File: src/rtl/lsra_pkg.sv
`default_nettype none

package lsra_pkg;

	localparam int unsigned MAX_REGS_DEF = 16;

	localparam logic [4:0]  NUM_REGS_RST   = 5'd8;
	localparam logic [15:0] FIRST_SLOT_RST = 16'd1;
	localparam logic [15:0] SLOT_TOP       = 16'hFFFF;

	localparam int unsigned PADDR_W = 3;
	localparam int unsigned PDATA_W = 32;

	localparam logic REG_NUM_REGS   = 1'b0;
	localparam logic REG_FIRST_SLOT = 1'b1;

	typedef struct packed {
		logic        new_set;
		logic [15:0] interval_tag;
		logic [15:0] interval_begin;
		logic [15:0] interval_end;
	} in_item_t;

	typedef struct packed {
		logic [15:0] tag_out;
		logic        got_register;
		logic [4:0]  register_number;
		logic [15:0] self_slot;
		logic        evicted_valid;
		logic [15:0] evicted_tag;
		logic [15:0] evicted_slot;
	} out_item_t;

	typedef struct packed {
		logic load;
		logic expire;
		logic place;
		logic restart;
	} ctl_cmd_t;

endpackage

`default_nettype wire

File: src/rtl/lsra_ctrl.sv
`default_nettype none

module lsra_ctrl
	import lsra_pkg::*;
(
	input  wire logic     clk,
	input  wire logic     arst_n,
	input  wire logic     interval_valid,
	output logic          interval_stall,
	output logic          result_valid,
	input  wire logic     result_stall,
	input  wire logic     cfg_wr,
	output ctl_cmd_t      cmd
);

	typedef enum logic [2:0] {
		ST_IDLE   = 3'b001,
		ST_EXPIRE = 3'b010,
		ST_PLACE  = 3'b100
	} state_t;

	state_t state_q, state_nxt;
	logic   out_valid_q;
	logic   cfg_wr_q;
	logic   out_free;
	logic   place_go;
	logic   accept;

	assign out_free       = !out_valid_q || !result_stall;
	assign place_go       = (state_q == ST_PLACE) && out_free;
	assign interval_stall = !((state_q == ST_IDLE) || place_go);
	assign accept         = interval_valid && !interval_stall;
	assign result_valid   = out_valid_q;

	always_comb begin
		state_nxt = state_q;
		case (state_q)
			ST_IDLE: begin
				if (accept) state_nxt = ST_EXPIRE;
			end
			ST_EXPIRE: begin
				state_nxt = ST_PLACE;
			end
			ST_PLACE: begin
				if (out_free) state_nxt = accept ? ST_EXPIRE : ST_IDLE;
			end
			default: begin
				state_nxt = ST_IDLE;
			end
		endcase
	end

	always_comb begin
		cmd.load    = accept;
		cmd.expire  = (state_q == ST_EXPIRE);
		cmd.place   = place_go;
		cmd.restart = cfg_wr_q;
	end

	always_ff @(posedge clk or negedge arst_n) begin
		if (!arst_n) begin
			state_q     <= ST_IDLE;
			out_valid_q <= 1'b0;
			cfg_wr_q    <= 1'b0;
		end else begin
			state_q  <= state_nxt;
			cfg_wr_q <= cfg_wr;
			if (place_go) begin
				out_valid_q <= 1'b1;
			end else if (!result_stall) begin
				out_valid_q <= 1'b0;
			end
		end
	end

endmodule

`default_nettype wire

File: config.mk
export PLATFORM = sky130hd
export DESIGN_NAME = lsra_ctrl
export DESIGN_NICKNAME = d
export VERILOG_FILES = /design/src/rtl/lsra_pkg.sv /design/src/rtl/lsra_ctrl.sv
export SDC_FILE = /design/constraint.sdc
export NUM_CORES = 1
export LEC_CHECK = 0
export BUFFER_PORTS_ARGS = -buffer_cell sky130_fd_sc_hd__buf_2
export CORE_AREA = 2 2 39 41
export DETAILED_ROUTE_END_ITERATION = 10
export DIE_AREA = 0 0 41 43
export GPL_TIMING_DRIVEN = 0
export SYNTH_ARGS = -nofsm -noshare
export SYNTH_HDL_FRONTEND = slang
export SYNTH_SLANG_ARGS = --single-unit
File: constraint.sdc
create_clock -name clk -period 1.53 [get_ports clk]
set_clock_uncertainty 0.2 [all_clocks]
set_input_delay 0.306 -clock clk [delete_from_list [all_inputs] [get_ports clk]]
set_output_delay 0.306 -clock clk [all_outputs]
set_load 0.02 [all_outputs]
==> results.md <==
- Vias in the first global route: 255
- Clock sinks: 5
- RSZ-0062 raised after global routing: true
- Via count: 245
- Endpoints failing hold: 0
- Worst Path Buf+Inv: 1
- Post-synthesis register bit count: 5
- Fin nets: 49
- Gpl congestion: 0.716
- Worst EP arrival: 1410 ps
- Final setup vio count: 4
- Slowest-stage cell, CP: dfstp_2
- Post-DRT Antenna Nets: 0
- Grt ovf: 0
- Reg-to-Reg Start: state_q[0]$_DFFE_PN1P_
- Clock root cell: clkbuf_4
- TritonCTS clock tree: yes
- Final period util: 125%
- CP peak stage delay: 540 ps
- Worst setup path start: state_q[0]$_DFFE_PN1P_
- DRT Pass-1 Iters: 1
- Slew HR: 85.2%
- Pwr/cell area: 1590 nW/um^2
- Yosys warns: 0
- HPWL after DPL: 406 um
- Pleak: 0.205 nW
- Worst-Skew Late Latency: 230 ps
- H-tree Lvls: 1
- Setup slack after layout: -390 ps
- Wire per inst: 8.95 um
- Critical path class: flip-flop to output pin
- Area delta synth->final: 63.3%
- Core Util, Final: 30.6%
- Delay-heaviest family, CP: flip-flops
- Syn avg cell area: 9.96 um^2
- First-pass GRT wire length: 862 um
- Hold crit path type: input pin to flip-flop
- Die Wd: 41 um
- Layout cell share with drive strength beyond 1: 58.1%
- Commonest non-fill, non-tap cells in the layout: buf_2, buf_4, dfrtp_1
- Max Buffers Root-to-Sink: 2
- Psw: 0.235 mW
- Int Power: 0.438 mW
- Post-route DRC: 0
- Data required time at the worst endpoint: 1020 ps
- Initial Util: 18.7%
- Final setup TNS: -1130 ps
- Starting DRT DRC Count: 0
- Tot GR Track Use: 7.68%
- Status: complete, but fails checks
- Multi-input combinational cell area: 128 um^2
- Sw frac: 35.0%
- Vias per cell: 4.15
- Max-cap violation count: 0
- Port Buffers: 10
- IR drop worst, VDD: 0.467 mV
- Die Y: 43 um
- Hold_sp: interval_valid
- Unique cell type count in the Yosys netlist: 16
- Max Slew Vio Count: 0
- Actual slew at the worst max-slew pin: 222 ps
- Flop pwr share: 31.3%
- Fmax: 0.521 GHz
- Clock slew at reported path FFs: 40 ps
- Largest net degree at the start of global routing: 6
- Num ports: 11
- Row count: 14
- Register area share after synthesis: 48.8%
- Worst-path fanout max: 4
- Crit end category: output pin
- Diodes inserted: 0
- Critical Path Start Type: flip-flop
- Cell breakdown of the critical path: and2b_1 > a21oi_2 > or2_4 > buf_6
- Combinational power share: 46.9%
- Filler instances: 153
- Net count after synthesis: 31
- Register area: 126 um^2
- Mapped Cells: 26
- Drt total wl: 528 um
- Violated checks: negative setup slack
- Cell area after synthesis: 259 um^2
- Die ar.: 1760 um^2
- Total CTS buffers: 3
- Fin crit period: 1920 ps
- Antenna violations before repair: 0
- Core area: 1380 um^2
- Commonest non-fill, non-tap cell in the layout: buf_2
- Fraction of power consumed by the clock network: 21.8%
-- flip-flops by register name, indices dropped and copies added (netlist names) --
| name | flops |
|---|---|
| state_q | 3 |
| cfg_wr_q | 1 |
| result_valid | 1 |
-- timing repair --
action	in CTS	in global routing
hold buffers	2	0
setup endpoints to repair	4	6
gates resized for setup	9	1
buffers inserted	3	0
endpoints found under the hold margin	6	0
pin swaps	4	4
-- logic make-up (layout without fill, tap and decap cells) --
| family | after synthesis | in the layout | share of synthesized area (%) |
|---|---|---|---|
| muxes | 1 | 1 | 4.35 |
| buffers and inverters | 4 | 21 | 10.1 |
| DFF | 5 | 5 | 48.8 |
| and+or+nand+nor | 11 | 11 | 24.2 |
| AOI/OAI and AO/OA | 5 | 5 | 12.6 |
-- layout make-up --
cell class,instances,share of cell area (%)
Tap cell,16,4.73
Inverter,1,0.888
Clock buffer,4,6.21
Multi-Input combinational cell,17,30.2
Sequential cell,5,29.9
Buffer,1,1.78
Timing Repair Buffer,15,26.3
-- layer usage --
layer	global-route usage, %	up-vias	wire length [um]	part of all wire, %
met3	1.57	0	30	5.7
met2	13.1	5	321	61
met5	0	-	0	0
met1	6.25	120	176	33
li1	-	120	-	-
met4	8.00	0	0	0
-- cell usage after synthesis --
cell / number / area (um^2)
dfstp_2: 1 / 26.3
and2b_1: 1 / 7.51
a31oi_1: 1 / 6.26
dfrtp_1: 4 / 100
nor3b_1: 3 / 22.5
nor2b_1: 1 / 6.26
nand3_1: 1 / 5.00
inv_1: 1 / 3.75
nor2_1: 1 / 3.75
a21oi_1: 2 / 10.0
nand2_1: 3 / 11.3
o21a_1: 1 / 7.51
a21oi_2: 1 / 8.76
mux2_2: 1 / 11.3
or2_1: 1 / 6.26
buf_4: 3 / 22.5
-- power groups by stage --
stage               clock network, mW  logic [mW]  registers, mW
floorplan                           0       0.198          0.207
global placement                    0       0.261          0.208
detailed placement                  0       0.264          0.210
CTS                             0.156       0.314          0.211
global route                    0.167       0.340          0.220
finish                          0.147       0.315          0.211
-- final timing paths --
path,endpoint,slack (ps),cells past startpoint
worst max register to register,result_valid$_DFFE_PN0P_,40,6
worst max-delay path,interval_stall,-390,4
worst min register to register,state_q[2]$_DFFE_PN0P_,310,1
min in group asynchronous,state_q[2]$_DFFE_PN0P_,210,2
max in group asynchronous,state_q[0]$_DFFE_PN1P_,710,2
worst min-delay path,state_q[1]$_DFFE_PN0P_,170,2
-- stage by stage --
stage	setup WS, ps	instances	hold WS (ps)	instance area [um^2]	power [mW]
after global routing	-457	59	170	423	0.726
after CTS	-418	59	164	418	0.681
final	-390	59	171	423	0.673
after global placement	-193	52	-71.8	334	0.468
after floorplan	-40.7	26	-190	264	0.406
after detailed placement	-215	52	-71.8	334	0.474
(Power assumes the default switching activity.)
